**src/bia_pkg.sv**
```systemverilog
// shared types, constants and helpers of the bitmap index allocator
package bia_pkg;

    localparam int C_COUNT  = 1024;
    localparam int C_OFF_W  = $clog2(C_COUNT);
    localparam int C_WB     = 5;
    localparam int C_WORD_W = 1 << C_WB;
    localparam int C_WORDS  = C_COUNT / C_WORD_W;
    localparam int C_WA_W   = C_OFF_W - C_WB;
    localparam int C_IDX_W  = 17;

    localparam logic [C_IDX_W-1:0] C_NONE     = 17'h10000;
    localparam logic [C_IDX_W-1:0] C_COUNT_M1 = C_IDX_W'(C_COUNT - 1);
    localparam logic [15:0]        C_LFSR_RST = 16'hACE1;
    localparam logic [15:0]        C_DRAW_MAX = 16'hFFFE;

    localparam logic [2:0] ACT_ALLOC = 3'd0;
    localparam logic [2:0] ACT_LOCK  = 3'd1;
    localparam logic [2:0] ACT_FREE  = 3'd2;
    localparam logic [2:0] ACT_TEST  = 3'd3;
    localparam logic [2:0] ACT_CLEAR = 3'd4;

    localparam logic [2:0] MODE_RANDOM = 3'd0;
    localparam logic [2:0] MODE_MIN    = 3'd1;
    localparam logic [2:0] MODE_MAX    = 3'd2;
    localparam logic [2:0] MODE_PREV   = 3'd3;
    localparam logic [2:0] MODE_NEXT   = 3'd4;

    localparam logic [1:0] ST_DONE  = 2'd0;
    localparam logic [1:0] ST_NONE  = 2'd1;
    localparam logic [1:0] ST_RANGE = 2'd2;
    localparam logic [1:0] ST_STATE = 2'd3;

    localparam logic [1:0] CFG_BASE  = 2'd0;
    localparam logic [1:0] CFG_CLO   = 2'd1;
    localparam logic [1:0] CFG_CHI   = 2'd2;

    typedef struct packed {
        logic [2:0]  action;
        logic [2:0]  alloc_mode;
        logic [15:0] req_index;
    } t_in;

    typedef struct packed {
        logic [1:0]  status;
        logic [15:0] out_index;
        logic        busy_res;
    } t_out;

    function automatic logic [C_WB-1:0] f_first_set(input logic [C_WORD_W-1:0] v);
        logic [C_WB-1:0] r;
        r = '0;
        for (int k = C_WORD_W - 1; k >= 0; k--) begin
            if (v[k]) begin
                r = C_WB'(k);
            end
        end
        return r;
    endfunction

    function automatic logic [C_WB-1:0] f_last_set(input logic [C_WORD_W-1:0] v);
        logic [C_WB-1:0] r;
        r = '0;
        for (int k = 0; k < C_WORD_W; k++) begin
            if (v[k]) begin
                r = C_WB'(k);
            end
        end
        return r;
    endfunction

endpackage

```
**src/bia_ram.sv**
```systemverilog
// generic single-port-write ram with registered read
module bia_ram #(
    parameter int WIDTH = 32,
    parameter int DEPTH = 32
) (
    input  logic                     i_clk,
    input  logic                     i_we,
    input  logic [$clog2(DEPTH)-1:0] i_waddr,
    input  logic [WIDTH-1:0]         i_wdata,
    input  logic [$clog2(DEPTH)-1:0] i_raddr,
    output logic [WIDTH-1:0]         o_rdata
);

    logic [WIDTH-1:0] r_mem [DEPTH];
    logic [WIDTH-1:0] r_rdata;

    always_ff @(posedge i_clk) begin
        if (i_we) begin
            r_mem[i_waddr] <= i_wdata;
        end
        r_rdata <= r_mem[i_raddr];
    end

    assign o_rdata = r_rdata;

endmodule

```
**src/bia_mod.sv**
```systemverilog
// iterative remainder unit, one quotient bit per cycle
module bia_mod import bia_pkg::*; (
    input  logic               i_clk,
    input  logic               i_rst_n,
    input  logic               i_start,
    input  logic [15:0]        i_num,
    input  logic [C_IDX_W-1:0] i_den,
    output logic               o_done,
    output logic [C_IDX_W-1:0] o_rem
);

    logic               r_busy;
    logic               r_done;
    logic [4:0]         r_cnt;
    logic [15:0]        r_num;
    logic [C_IDX_W-1:0] r_rem;
    logic [C_IDX_W:0]   w_trial;
    logic [C_IDX_W:0]   w_sub;

    assign w_trial = {r_rem, r_num[15]};
    assign w_sub   = w_trial - {1'b0, i_den};

    always_ff @(posedge i_clk) begin
        if (!i_rst_n) begin
            r_busy <= 1'b0;
            r_done <= 1'b0;
            r_cnt  <= '0;
        end else begin
            r_done <= 1'b0;
            if (i_start) begin
                r_busy <= 1'b1;
                r_cnt  <= '0;
                r_num  <= i_num;
                r_rem  <= '0;
            end else if (r_busy) begin
                r_num <= {r_num[14:0], 1'b0};
                if (w_trial >= {1'b0, i_den}) begin
                    r_rem <= w_sub[C_IDX_W-1:0];
                end else begin
                    r_rem <= w_trial[C_IDX_W-1:0];
                end
                r_cnt <= r_cnt + 5'd1;
                if (r_cnt == 5'd15) begin
                    r_busy <= 1'b0;
                    r_done <= 1'b1;
                end
            end
        end
    end

    assign o_done = r_done;
    assign o_rem  = r_rem;

endmodule

```
**src/bitmap_index_allocator.sv**
```systemverilog
// bitmap index allocator top level
//
//  channel | direction | handshake            | beat
//  in      | input     | i_in_valid/o_in_stall | t_in: action, alloc_mode, req_index
//  out     | output    | o_out_valid/i_out_stall | t_out: status, out_index, busy_res
//  cfg     | input     | i_cfg_we             | i_cfg_idx, i_cfg_data
//
// test, free and try lock of a busy index pass S_RD and S_CHK (a successful free also
// S_FREEH) before S_DONE; clear, unknown actions and early rejects reach S_DONE
// without a bitmap read; an alloc or lock inside the clamp window then scans the
// bitmap words up (S_UP_RD, S_UP_CHK) and down (S_DN_SET, S_DN_RD, S_DN_CHK) and
// updates the hints in S_LOCKH; random allocation runs each draw through S_DRAW and
// the remainder unit in S_MOD; reset and base or clamp writes rebuild hints in S_INIT
// a finished beat waits in the output register while the next one is taken in
module bitmap_index_allocator import bia_pkg::*; (
    input  logic        i_clk,
    input  logic        i_rst_n,
    input  logic        i_in_valid,
    output logic        o_in_stall,
    input  t_in         i_in_data,
    output logic        o_out_valid,
    input  logic        i_out_stall,
    output t_out        o_out_data,
    input  logic        i_cfg_we,
    input  logic [1:0]  i_cfg_idx,
    input  logic [15:0] i_cfg_data
);

    typedef enum logic [14:0] {
        S_INIT   = 15'b000000000000001,
        S_IDLE   = 15'b000000000000010,
        S_HINT   = 15'b000000000000100,
        S_DRAW   = 15'b000000000001000,
        S_MOD    = 15'b000000000010000,
        S_RD     = 15'b000000000100000,
        S_CHK    = 15'b000000001000000,
        S_UP_RD  = 15'b000000010000000,
        S_UP_CHK = 15'b000000100000000,
        S_DN_SET = 15'b000001000000000,
        S_DN_RD  = 15'b000010000000000,
        S_DN_CHK = 15'b000100000000000,
        S_LOCKH  = 15'b001000000000000,
        S_FREEH  = 15'b010000000000000,
        S_DONE   = 15'b100000000000000
    } t_state;

    t_state r_state;

    logic [15:0] r_base;
    logic [15:0] r_clamp_lo;
    logic [15:0] r_clamp_hi;

    logic [C_IDX_W-1:0] r_lowest;
    logic [C_IDX_W-1:0] r_highest;
    logic [C_IDX_W-1:0] r_prev;
    logic [C_IDX_W-1:0] r_next;
    logic [C_IDX_W-1:0] r_last;
    logic [15:0]        r_lfsr;
    logic [15:0]        r_draws;
    logic [C_WORDS-1:0] r_valid;

    logic [2:0]         r_act;
    logic [2:0]         r_mode;
    logic [C_IDX_W-1:0] r_idx;
    logic [1:0]         r_status;
    logic [15:0]        r_oidx;
    logic               r_busy;
    logic [C_IDX_W-1:0] r_up;
    logic [C_IDX_W-1:0] r_dn;

    logic [C_WA_W-1:0]  r_sw;
    logic [C_WA_W-1:0]  r_ew;
    logic [C_WB-1:0]    r_sbit;
    logic [C_WB-1:0]    r_ebit;
    logic [C_WA_W-1:0]  r_qa;

    logic               r_out_valid;
    t_out               r_out;

    logic [C_IDX_W-1:0]  w_base;
    logic [C_IDX_W-1:0]  w_end;
    logic [C_IDX_W-1:0]  w_clo;
    logic [C_IDX_W-1:0]  w_chi;
    logic [C_IDX_W-1:0]  w_cap;
    logic [C_IDX_W-1:0]  w_req;
    logic [C_IDX_W-1:0]  w_req_rel;
    logic                w_req_in;
    logic                w_idx_clamp;
    logic                w_clamp_ok;
    logic [C_IDX_W-1:0]  w_idx_rel;
    logic [C_IDX_W-1:0]  w_chi_rel;
    logic [C_IDX_W-1:0]  w_clo_rel;
    logic [C_OFF_W-1:0]  w_off;
    logic [C_OFF_W-1:0]  w_up_start;
    logic [C_OFF_W-1:0]  w_up_end;
    logic [C_OFF_W-1:0]  w_dn_start;
    logic [C_OFF_W-1:0]  w_dn_end;
    logic [C_WB-1:0]     w_bit;
    logic [C_WORD_W-1:0] w_word;
    logic [C_WORD_W-1:0] w_bitmask;
    logic                w_b;
    logic                w_write;
    logic [C_WORD_W-1:0] w_wdata;
    logic [C_WA_W-1:0]   w_raddr;
    logic [C_WORD_W-1:0] w_ram_q;
    logic [C_WORD_W-1:0] w_up_free;
    logic [C_WORD_W-1:0] w_dn_free;
    logic [C_IDX_W-1:0]  w_up_hit;
    logic [C_IDX_W-1:0]  w_dn_hit;
    logic [15:0]         w_lfsr_nx;
    logic                w_div_done;
    logic [C_IDX_W-1:0]  w_div_rem;
    logic [C_IDX_W-1:0]  w_lnew;
    logic [C_IDX_W-1:0]  w_hnew;

    localparam logic [C_WORD_W-1:0] C_ONES = '1;

    // window and clamp bounds
    assign w_base     = {1'b0, r_base};
    assign w_end      = w_base + C_COUNT_M1;
    assign w_clo      = ({1'b0, r_clamp_lo} > w_base) ? {1'b0, r_clamp_lo} : w_base;
    assign w_chi      = ({1'b0, r_clamp_hi} < w_end) ? {1'b0, r_clamp_hi} : w_end;
    assign w_clamp_ok = (w_clo <= w_chi);
    assign w_cap      = w_chi - w_clo + C_IDX_W'(1);

    assign w_req      = {1'b0, i_in_data.req_index};
    assign w_req_rel  = w_req - w_base;
    assign w_req_in   = (w_req >= w_base) && (w_req_rel < C_IDX_W'(C_COUNT));

    assign w_idx_clamp = (r_idx >= w_clo) && (r_idx <= w_chi);
    assign w_idx_rel   = r_idx - w_base;
    assign w_chi_rel   = w_chi - w_base;
    assign w_clo_rel   = w_clo - w_base;
    assign w_off       = w_idx_rel[C_OFF_W-1:0];
    assign w_bit       = w_off[C_WB-1:0];
    assign w_up_start  = w_off + C_OFF_W'(1);
    assign w_up_end    = w_chi_rel[C_OFF_W-1:0];
    assign w_dn_start  = w_off - C_OFF_W'(1);
    assign w_dn_end    = w_clo_rel[C_OFF_W-1:0];

    // bitmap word as read, words never written since clear read as free
    assign w_word    = r_valid[r_qa] ? w_ram_q : '0;
    assign w_bitmask = C_WORD_W'(1) << w_bit;
    assign w_b       = w_word[w_bit];

    always_comb begin
        w_write = 1'b0;
        if (r_state == S_CHK) begin
            case (r_act)
                ACT_ALLOC, ACT_LOCK: w_write = !w_b;
                ACT_FREE:            w_write = w_b;
                default:             w_write = 1'b0;
            endcase
        end
    end

    assign w_wdata = (r_act == ACT_FREE) ? (w_word & ~w_bitmask) : (w_word | w_bitmask);
    assign w_raddr = (r_state == S_RD) ? w_off[C_OFF_W-1:C_WB] : r_sw;

    assign w_up_free = ~w_word & (C_ONES << r_sbit)
                     & ((r_sw == r_ew) ? (C_ONES >> (C_WB'(C_WORD_W - 1) - r_ebit)) : C_ONES);
    assign w_dn_free = ~w_word & (C_ONES >> (C_WB'(C_WORD_W - 1) - r_sbit))
                     & ((r_sw == r_ew) ? (C_ONES << r_ebit) : C_ONES);
    assign w_up_hit  = w_base + C_IDX_W'({r_sw, f_first_set(w_up_free)});
    assign w_dn_hit  = w_base + C_IDX_W'({r_sw, f_last_set(w_dn_free)});

    assign w_lfsr_nx = {r_lfsr[0] ^ r_lfsr[2] ^ r_lfsr[3] ^ r_lfsr[5], r_lfsr[15:1]};

    assign w_lnew = (r_idx == r_lowest) ? r_up : r_lowest;
    assign w_hnew = (r_idx == r_highest) ? r_dn : r_highest;

    bia_ram #(
        .WIDTH (C_WORD_W),
        .DEPTH (C_WORDS)
    ) u_map (
        .i_clk   (i_clk),
        .i_we    (w_write),
        .i_waddr (r_qa),
        .i_wdata (w_wdata),
        .i_raddr (w_raddr),
        .o_rdata (w_ram_q)
    );

    bia_mod u_mod (
        .i_clk   (i_clk),
        .i_rst_n (i_rst_n),
        .i_start (r_state == S_DRAW),
        .i_num   (w_lfsr_nx),
        .i_den   (w_cap),
        .o_done  (w_div_done),
        .o_rem   (w_div_rem)
    );

    always_ff @(posedge i_clk) begin
        if (!i_rst_n) begin
            r_state     <= S_INIT;
            r_base      <= '0;
            r_clamp_lo  <= '0;
            r_clamp_hi  <= 16'd1023;
            r_lfsr      <= C_LFSR_RST;
            r_valid     <= '0;
            r_out_valid <= 1'b0;
        end else begin
            r_qa <= w_raddr;
            if (r_out_valid && !i_out_stall) begin
                r_out_valid <= 1'b0;
            end
            unique case (r_state)
                S_INIT: begin
                    r_valid <= '0;
                    r_last  <= C_NONE;
                    if (w_clamp_ok) begin
                        r_lowest  <= w_clo;
                        r_next    <= w_clo;
                        r_highest <= w_chi;
                        r_prev    <= w_chi;
                    end else begin
                        r_lowest  <= C_NONE;
                        r_next    <= C_NONE;
                        r_highest <= C_NONE;
                        r_prev    <= C_NONE;
                    end
                    r_state <= S_IDLE;
                end
                S_IDLE: begin
                    if (i_in_valid) begin
                        r_act    <= i_in_data.action;
                        r_mode   <= i_in_data.alloc_mode;
                        r_status <= ST_DONE;
                        r_oidx   <= '0;
                        r_busy   <= 1'b0;
                        r_state  <= S_DONE;
                        case (i_in_data.action)
                            ACT_ALLOC: begin
                                case (i_in_data.alloc_mode)
                                    MODE_RANDOM: begin
                                        if (r_lowest == C_NONE) begin
                                            r_status <= ST_NONE;
                                        end else begin
                                            r_draws <= '0;
                                            r_state <= S_DRAW;
                                        end
                                    end
                                    MODE_MIN: begin
                                        r_idx   <= r_lowest;
                                        r_state <= S_HINT;
                                    end
                                    MODE_MAX: begin
                                        r_idx   <= r_highest;
                                        r_state <= S_HINT;
                                    end
                                    MODE_PREV: begin
                                        r_idx   <= r_prev;
                                        r_state <= S_HINT;
                                    end
                                    MODE_NEXT: begin
                                        r_idx   <= r_next;
                                        r_state <= S_HINT;
                                    end
                                    default: r_status <= ST_NONE;
                                endcase
                            end
                            ACT_LOCK, ACT_FREE, ACT_TEST: begin
                                if (w_req_in) begin
                                    r_idx   <= w_req;
                                    r_state <= S_RD;
                                end else begin
                                    r_status <= ST_RANGE;
                                end
                            end
                            ACT_CLEAR: begin
                                r_valid <= '0;
                                r_last  <= C_NONE;
                                if (w_clamp_ok) begin
                                    r_lowest  <= w_clo;
                                    r_next    <= w_clo;
                                    r_highest <= w_chi;
                                    r_prev    <= w_chi;
                                end else begin
                                    r_lowest  <= C_NONE;
                                    r_next    <= C_NONE;
                                    r_highest <= C_NONE;
                                    r_prev    <= C_NONE;
                                end
                            end
                            default: r_state <= S_DONE;
                        endcase
                    end
                end
                S_HINT: begin
                    if (w_idx_clamp) begin
                        r_state <= S_RD;
                    end else begin
                        r_status <= ST_NONE;
                        r_state  <= S_DONE;
                    end
                end
                S_DRAW: begin
                    r_lfsr  <= w_lfsr_nx;
                    r_state <= S_MOD;
                end
                S_MOD: begin
                    if (w_div_done) begin
                        r_idx   <= w_clo + w_div_rem;
                        r_state <= S_RD;
                    end
                end
                S_RD: begin
                    r_state <= S_CHK;
                end
                S_CHK: begin
                    r_state <= S_DONE;
                    if (w_write) begin
                        r_valid[r_qa] <= 1'b1;
                    end
                    case (r_act)
                        ACT_ALLOC, ACT_LOCK: begin
                            if (w_b) begin
                                if (r_act == ACT_LOCK) begin
                                    r_status <= ST_STATE;
                                end else if (r_mode == MODE_RANDOM) begin
                                    if (r_draws == C_DRAW_MAX) begin
                                        r_mode  <= MODE_MIN;
                                        r_idx   <= r_lowest;
                                        r_state <= S_HINT;
                                    end else begin
                                        r_draws <= r_draws + 16'd1;
                                        r_state <= S_DRAW;
                                    end
                                end else begin
                                    r_status <= ST_NONE;
                                end
                            end else begin
                                r_oidx <= r_idx[15:0];
                                if (w_idx_clamp) begin
                                    r_last <= r_idx;
                                    if (r_idx < w_chi) begin
                                        r_sw    <= w_up_start[C_OFF_W-1:C_WB];
                                        r_sbit  <= w_up_start[C_WB-1:0];
                                        r_ew    <= w_up_end[C_OFF_W-1:C_WB];
                                        r_ebit  <= w_up_end[C_WB-1:0];
                                        r_state <= S_UP_RD;
                                    end else begin
                                        r_up    <= C_NONE;
                                        r_state <= S_DN_SET;
                                    end
                                end
                            end
                        end
                        ACT_FREE: begin
                            if (w_b) begin
                                r_state <= S_FREEH;
                            end else begin
                                r_status <= ST_STATE;
                            end
                        end
                        ACT_TEST: begin
                            r_busy <= w_b;
                        end
                        default: r_state <= S_DONE;
                    endcase
                end
                S_UP_RD: begin
                    r_state <= S_UP_CHK;
                end
                S_UP_CHK: begin
                    if (|w_up_free) begin
                        r_up    <= w_up_hit;
                        r_state <= S_DN_SET;
                    end else if (r_sw == r_ew) begin
                        r_up    <= C_NONE;
                        r_state <= S_DN_SET;
                    end else begin
                        r_sw    <= r_sw + C_WA_W'(1);
                        r_sbit  <= '0;
                        r_state <= S_UP_RD;
                    end
                end
                S_DN_SET: begin
                    if (r_idx <= w_clo) begin
                        r_dn    <= C_NONE;
                        r_state <= S_LOCKH;
                    end else begin
                        r_sw    <= w_dn_start[C_OFF_W-1:C_WB];
                        r_sbit  <= w_dn_start[C_WB-1:0];
                        r_ew    <= w_dn_end[C_OFF_W-1:C_WB];
                        r_ebit  <= w_dn_end[C_WB-1:0];
                        r_state <= S_DN_RD;
                    end
                end
                S_DN_RD: begin
                    r_state <= S_DN_CHK;
                end
                S_DN_CHK: begin
                    if (|w_dn_free) begin
                        r_dn    <= w_dn_hit;
                        r_state <= S_LOCKH;
                    end else if (r_sw == r_ew) begin
                        r_dn    <= C_NONE;
                        r_state <= S_LOCKH;
                    end else begin
                        r_sw    <= r_sw - C_WA_W'(1);
                        r_sbit  <= C_WB'(C_WORD_W - 1);
                        r_state <= S_DN_RD;
                    end
                end
                S_LOCKH: begin
                    r_lowest  <= w_lnew;
                    r_highest <= w_hnew;
                    r_prev    <= (r_dn != C_NONE) ? r_dn : w_hnew;
                    r_next    <= (r_up != C_NONE) ? r_up : w_lnew;
                    r_state   <= S_DONE;
                end
                S_FREEH: begin
                    if (w_idx_clamp) begin
                        if (r_lowest == C_NONE) begin
                            r_lowest  <= r_idx;
                            r_highest <= r_idx;
                            r_prev    <= r_idx;
                            r_next    <= r_idx;
                        end else begin
                            if (r_idx < r_lowest) begin
                                r_lowest <= r_idx;
                            end
                            if (r_idx > r_highest) begin
                                r_highest <= r_idx;
                            end
                            if ((r_idx > r_prev && r_idx < r_last)
                                || (r_prev > r_last && (r_idx > r_prev || r_idx < r_last))
                                || (r_prev == r_last)) begin
                                r_prev <= r_idx;
                            end
                            if ((r_idx < r_next && r_idx > r_last)
                                || (r_next < r_last && (r_idx < r_next || r_idx > r_last))
                                || (r_next == r_last)) begin
                                r_next <= r_idx;
                            end
                        end
                    end
                    r_state <= S_DONE;
                end
                S_DONE: begin
                    if (!r_out_valid || !i_out_stall) begin
                        r_out.status    <= r_status;
                        r_out.out_index <= r_oidx;
                        r_out.busy_res  <= r_busy;
                        r_out_valid     <= 1'b1;
                        r_state         <= S_IDLE;
                    end
                end
                default: r_state <= S_INIT;
            endcase
            if (i_cfg_we) begin
                unique case (i_cfg_idx)
                    CFG_BASE: begin
                        r_base  <= i_cfg_data;
                        r_state <= S_INIT;
                    end
                    CFG_CLO: begin
                        r_clamp_lo <= i_cfg_data;
                        r_state    <= S_INIT;
                    end
                    CFG_CHI: begin
                        r_clamp_hi <= i_cfg_data;
                        r_state    <= S_INIT;
                    end
                    default:  r_base     <= r_base;
                endcase
            end
        end
    end

    assign o_in_stall  = (r_state != S_IDLE);
    assign o_out_valid = r_out_valid;
    assign o_out_data  = r_out;

endmodule

```
**config.mk**
```make
export PLATFORM = sky130hd
export DESIGN_NAME = bitmap_index_allocator
export DESIGN_NICKNAME = d
export VERILOG_FILES = /design/src/bia_pkg.sv /design/src/bia_ram.sv /design/src/bia_mod.sv /design/src/bitmap_index_allocator.sv
export SDC_FILE = /design/constraint.sdc
export NUM_CORES = 2
export LEC_CHECK = 0
export BUFFER_PORTS_ARGS = -buffer_cell sky130_fd_sc_hd__buf_2
export CAP_MARGIN = 20
export CORE_MARGIN = 1.5
export CORE_UTILIZATION = 64
export CTS_CLUSTER_DIAMETER = 30
export DETAILED_ROUTE_END_ITERATION = 10
export PLACE_DENSITY = 0.76
export SYNTH_ARGS = -nofsm -noshare
export SYNTH_HDL_FRONTEND = slang
export SYNTH_HIERARCHICAL = 1
export SYNTH_SLANG_ARGS = --single-unit
```
**constraint.sdc**
```tcl
create_clock -name i_clk -period 9.5 [get_ports i_clk]
set_input_delay 1.425 -clock i_clk [delete_from_list [all_inputs] [get_ports i_clk]]
set_output_delay 1.425 -clock i_clk [all_outputs]
set_load 0.05 [all_outputs]
```
Yosys cells after proc, flatten, opt, wreduce, memory -nomap -nowiden
Memories as Yosys holds them, arrays and structs flattened. A register that Yosys moved wholly into a read port is not among the register bits.
Cells that the tools add are included.
{ "totals": {"register_bits": 373, "latchBits": 0, "mem_bits_rw": 1024, "rom_bits": 0, "in_bits": 45, "out_inout_bits": 21, "wordCells": 476, "mem_count": 1} }
{ "op_classes": {"n_addsub": 19, "mul": 0, "div_mod_pow": 0, "n_lt_le_gt_ge": 21, "eq_ne": 78, "shifts": 5, "mux": 240, "bitwise": 14, "n_reduce_logical": 64} }
{ "mem_list": {"columns": ["memory", "words", "width", "rd", "rd_clocked_by_memory_dff", "write_ports", "line_no", "text"], "rows": [
  ["u_map.r_mem", 32, 32, 1, 1, 1, "bia_ram.sv:14", "logic [WIDTH-1:0] r_mem [DEPTH];"]
]} }
{ "op_table": {"columns": ["op", "n"], "rows": [
  ["17-bit two-way mux", 46],
  ["5-bit two-way mux", 91],
  ["17-bit case mux with 4 select lines", 5],
  ["16-bit two-way mux", 15],
  ["32-bit two-way mux", 7],
  ["15-bit case mux with 14 select lines", 1],
  ["15-bit two-way mux", 13],
  ["32-bit bitwise AND", 5],
  ["17-bit case mux with 2 select lines", 3],
  ["17-bit case mux with 3 select lines", 2],
  ["32-bit case mux with 3 select lines", 1],
  ["15-bit case mux with 2 select lines", 3],
  ["17-bit < comparator", 5],
  ["17-bit == test", 4],
  ["17-bit greater-than comparator", 4],
  ["32-bit NOT", 2],
  ["32-bit OR", 2],
  ["16-bit case mux with 2 select lines", 2],
  ["32-bit OR reduction", 2],
  ["32-bit by 5-bit left shift with 32-bit output, first input constant", 2],
  ["32-bit by 5-bit right shift with 32-bit output, first input constant", 2],
  ["5-bit case mux with 4 select lines", 2],
  ["13-bit two-way mux", 3],
  ["16-bit by 10-bit adder with 17-bit output", 2],
  ["91 further kinds", 217]
]} }

Logic depth before layout (Yosys ltp)
{ "depth": {"depth_word": 41, "ltp_mapped": 40, "mapped_depth_nobuf": 37} }

Cells and area by module
The synthesis kept the hierarchy.
{ "by_module_without_submodules": {"columns": ["mod", "n_inst", "cells_per_inst", "area_each_um2", "seq_area_each_um2"], "rows": [
  ["bia_ram", 1, 2260, 40487.6, 31390.1],
  ["bitmap_index_allocator", 1, 3311, 28531.1, 8878.5],
  ["bia_mod", 1, 280, 2756.4, 1131.1]
]} }

Worst setup path before layout
No wires, ideal clock.
{ "synth_timing": {"kind": "reg2reg", "startpoint": "reg r_base[2]", "endpoint": "reg u_mod.r_rem[1] (netlist: u_mod/o_rem[1]) (data pin)", "arrival_time_ps": 7634, "t_required_ps": 9234, "slack_ps": 1600, "stages_incl_launch_ff": 39, "n_path_buf": 3, "period_less_slack_ps": 7900, "cell_sequence": "dfxtp_1 -> or4_1 -> nor2_1 -> nand3_1 -> or4_1 -> nand2_1 -> nor2_1 -> xnor2_1 -> ha_1 -> nand4_1 -> nor2_1 -> o21ai_0 -> a21oi_1 -> clkbuf_1 -> buf_2 -> nand2_1 -> o21ai_0 -> inv_1 -> [3 not listed] -> o21ai_0 -> a21boi_0 -> o21ai_0 -> a21boi_0 -> o2111ai_1 -> nand3_1 -> or4_1 -> a2111o_1 -> o211ai_1 -> inv_1 -> ha_1 -> a211oi_1 -> o211ai_1 -> a211oi_1 -> a21o_1 -> buf_6 -> mux2i_1 -> nor2_1"} }
{ "synth_via": {"elab_chain_len": 8, "word_cells_on_any_way": 11} }
{ "synth_rtl": {"columns": ["item", "line_no", "text"], "rows": [
  ["from (decl)", "bitmap_index_allocator.sv:49", "logic [15:0] r_base;"],
  ["from (signal assigned)", "bitmap_index_allocator.sv:456", "r_base <= i_cfg_data;"],
  ["from (signal assigned)", "bitmap_index_allocator.sv:467", "default: r_base <= r_base;"],
  ["16-bit by 10-bit adder with 17-bit output", "bitmap_index_allocator.sv:120", "assign w_end = w_base + C_COUNT_M1;"],
  ["16-bit by 17-bit < comparator with 1-bit output", "bitmap_index_allocator.sv:122", "assign w_chi = ({1'b0, r_clamp_hi} < w_end) ? {1'b0, r_clamp_hi} : w_end;"],
  ["17-bit two-way mux", "bitmap_index_allocator.sv:122", null],
  ["17-bit by 16-bit subtractor with 17-bit output *", "bitmap_index_allocator.sv:124", "assign w_cap = w_chi - w_clo + C_IDX_W'(1);"],
  ["17-bit by 1-bit adder with 17-bit output *", "bitmap_index_allocator.sv:124", null],
  ["net w_cap[15]", "bitmap_index_allocator.sv:84", "logic [C_IDX_W-1:0] w_cap;"],
  ["18-bit by 17-bit greater-or-equal comparator with 1-bit output *", "bia_mod.sv:37", "if (w_trial >= {1'b0, i_den}) begin"],
  ["17-bit two-way mux *", "bia_mod.sv:37", null],
  ["17-bit two-way mux *", "bia_mod.sv:35", "end else if (r_busy) begin"],
  ["to (signal assigned)", "bia_mod.sv:38", "r_rem <= w_sub[C_IDX_W-1:0];"],
  ["to (signal assigned)", "bia_mod.sv:40", "r_rem <= w_trial[C_IDX_W-1:0];"],
  ["to (decl)", "bia_mod.sv:16", "logic [C_IDX_W-1:0] r_rem;"]
]} }
Mark *: on every way through the listed nets, which the timed path passes. The rest lies on a longest branch. The select of a mux whose other input is x is not followed.
A chain may end at the register's enable or synchronous reset.

Final worst setup path
{ "layout_timing": {"startpoint": "reg r_base[2]", "endpoint": "reg u_mod.r_rem[6] (netlist: u_mod/o_rem[6]) (data pin)"} }
Same word-level chain as after synthesis.

==> results_dict.tcl <==
set metrics [dict create \
    drv_cap 0 \
    synthTopCellsByArea "edfxtp_1 (53%), mux2i_1 (8.3%), ha_1 (5.8%), dfxtp_1 (4.2%), a21oi_1 (2.9%)" \
    hold_class "reg2reg" \
    drc_errors 0 \
    dpl.hpwl_mm 148 \
    synth_top_family_by_area "compound AO/OA/AOI/OAI gates" \
    gr-usage-all-layers_pct 41.9 \
    path_buf_inv 4 \
    cpMostUsedCell "ha_1" \
    ir_drop_mv 0.241 \
    path_delay_family "compound AO/OA/AOI/OAI gates" \
    crit_required_ns 10.06 \
    antenna_found_initial 0 \
    synth_fp_nets 6238 \
    worst_setup_path_end_kind "flop" \
    cts_sinks 1429 \
    intPower_mw 14.6 \
    p_comb_share_pct 14.1 \
    min_period_ns 8.89 \
    crit_type "reg2reg" \
    total_power_mw 19.7 \
    yosys.area_share.simple_pct 9.52 \
    synth_compound_area_share_pct 13.0 \
    finalSetupViolCount 0 \
    numPortBuffers 65 \
    clk_path_buf_depth 4 \
    layout.nets 6471 \
    path_clk_slew_ns 0.05 \
    die_y_um 338 \
    seq_power_share_pct 35.7 \
    clock_insertion_delay_worst_skew_ns 0.90 \
    start_util_pct 64.7 \
    area_growth_pct 17.2 \
    crit_start "r_base[2]$_SDFFE_PN0P_" \
    muxShareOfSynthArea_pct 8.97 \
    drive_gt1_share_pct 13.9 \
    cts_tree "built" \
    rsz0062_at_grt "false" \
    place.gp.congestion 1.03 \
    synth_edf_count 1278 \
    htreeDepth 5 \
    crit_arrival_ns 9.45 \
    ys_ff_latch 1429 \
    die_area_um2 114000 \
    power.clock.fraction_pct 50.2 \
    drtPass1Iterations 7 \
    cp-start-kind "flop" \
    crit_end "u_mod/o_rem[6]$_SDFFCE_PP0P_" \
    hold_viol_final 0 \
    worst-r2r-setup-slack_ns 0.61 \
    pin_count 66 \
    fin_crit_sh_pct 93.6 \
    yosys.area.top_type_share_pct 53.5 \
    reg2reg_depth 34 \
    slew_violations 0 \
    clock_skew_ns 0.0810 \
    timing.rr.start "r_base[2]$_SDFFE_PN0P_" \
    cp_slowest_cell "or4_1" \
    synth_area_um2 71800 \
    cts_buffers 279 \
    synth.yosys.warnings 6 \
    synthesis.instances 5851 \
    yosys_most_used_dff "edfxtp_1" \
    num_rows 122 \
    final_common_cell "edfxtp_1" \
    timing.rr.end "u_mod/o_rem[6]$_SDFFCE_PP0P_" \
    p_switching_mw 5.06 \
    grt_pass1_wl_mm 347 \
    synth_adder_area_share_pct 6.09 \
    synthArstFlopShare_pct 0 \
    synth_area_leader_cell "edfxtp_1" \
    max_freq_mhz 112 \
    cts_root_buffer "clkbuf_16" \
    design.core.area_um2 111000 \
    status "finished, final reports clean" \
    grt_pass1_vias 52751 \
    drtIter0Drc 7263 \
    num_vias 53962 \
    totalWireLength_mm 242 \
    ant_nets 0 \
    synth-seq-area-share_pct 57.7 \
    grt_max_degree 132 \
    overflow 0 \
    pwr_density_cell_nw_per_um2 234 \
    switching_share_pct 25.7 \
    p_leak_nw 30.6 \
    cpPeakStageDelay_ns 0.60 \
    critPathMaxFanout 22 \
    syn_avg_cell_area_um2 12.3 \
    die_width_um 338 \
    slew_headroom_pct 9.01 \
    vias_per_cell 6.94 \
    setup_tns_ns 0 \
    final_cell_mix "edfxtp_1 (1278), mux2i_1 (591), nand2_1 (463)" \
    path_depth 34 \
    wire_per_inst_um 31.1 \
    worst_pin_slew_ns 1.35 \
    synth_xor_area_share_pct 1.61 \
    ys_types 100 \
]
-- logic make-up after synthesis --
family,count (synthesis)
flip-flops,1429
AND/OR/NAND/NOR,1419
AO/OA/AOI/OAI,1388
multiplexers,628
buffers and inverters,510
adder cells (fa/ha/maj),344
XOR/XNOR,132
other,1
-- metal layers --
layer | GRT usage (%) | part of all wire, % | vias to the layer above
met5 | 0 | 0 | -
met4 | 28.9 | 7.7 | 0
met2 | 64.5 | 45 | 3971
li1 | - | - | 23010
met3 | 9.93 | 11 | 904
met1 | 52.8 | 36 | 26077
-- power groups by stage --
stage               registers, mW  logic (mW)  clock network [mW]
CTS                          7.02        2.61                9.89
finish                       7.02        2.76                9.88
global route                 7.02        3.02                10.2
detailed placement           7.14        2.58                   0
floorplan                    7.10        1.95                   0
global placement             7.13        2.54                   0
-- cells in the mapped netlist, drive strengths merged, types with 85 or more instances --
master     n
a21o      91
a21oi    420
a22o     111
a22oi    124
buf      121
clkbuf   173
dfxtp    151
edfxtp  1278
ha       332
inv      214
mux2i    597
nand2    466
nand3    185
nor2     322
nor3      85
o21ai    175
xnor2     90
-- registers in the layout (all words and copies together), names as in the netlist, 17 cells and up --
signal         flops
o_out_data        19
r_dn              17
r_highest         17
r_idx             17
r_last            17
r_lowest          17
r_next            17
r_prev            17
r_up              17
r_valid           32
u_map/o_rdata     32
u_map/r_mem     1024
u_mod/o_rem       17
-- per-stage QoR --
step / setup slack (ns) / hold slack, ns / instance area, um2 / util, % / instances
2_1_floorplan: 1.60 / 0.400 / 71800 / - / 5851
3_3_place_gp: 0.541 / 0.401 / 74200 / 66.9 / 7257
3_5_place_dp: 0.322 / 0.405 / 74300 / 67.0 / 7263
4_1_cts: 0.283 / 0.418 / 83700 / 75.4 / 7749
5_1_grt: 0.0264 / 0.425 / 84100 / 75.8 / 7777
6_report: 0.610 / 0.418 / 84200 / 75.8 / 7779
-- worst min path at each step --
stage,startpoint,endpoint,slack [ns],cells past startpoint
after global routing,r_oidx[14]$_SDFFCE_PN0P_,o_out_data[15]$_DFFE_PP_,0.43,0
after global placement,r_oidx[9]$_SDFFCE_PN0P_,o_out_data[10]$_DFFE_PP_,0.40,0
after CTS,r_oidx[3]$_SDFFCE_PN0P_,o_out_data[4]$_DFFE_PP_,0.42,0
after detailed placement,r_oidx[3]$_SDFFCE_PN0P_,o_out_data[4]$_DFFE_PP_,0.41,0
after floorplan,r_busy$_SDFFCE_PN0P_,o_out_data[0]$_DFFE_PP_,0.40,0
final,r_oidx[3]$_SDFFCE_PN0P_,o_out_data[4]$_DFFE_PP_,0.42,0
-- layout make-up --
cell class	count	area [um2]
Antenna cell	2	5.00
Clock buffer	318	7300
Clock inverter	168	2080
Fill cell	6713	26800
Inverter	216	811
Multi-Input combinational cell	3913	28700
Sequential cell	1429	41400
Tap cell	1488	1860
Timing Repair Buffer	245	1990
-- worst reg2reg max path, delay by kind of cell, from the launching register on --
| family | cells | cell delay (ns) |
|---|---|---|
| AO/OA/AOI/OAI | 15 | 3.30 |
| XOR/XNOR | 1 | 0.16 |
| adder cells (fa/ha/maj) | 4 | 1.37 |
| buffers and inverters | 4 | 0.63 |
| flip-flops | 1 | 0.42 |
| multiplexers | 1 | 0.15 |
| AND/OR/NAND/NOR | 9 | 2.59 |
-- timing repair --
action,CTS,global route
buffers inserted,0,2
hold buffers,0,0
resized for setup,0,15
endpoints found under the setup margin,0,17
(Power assumes the default switching activity.)
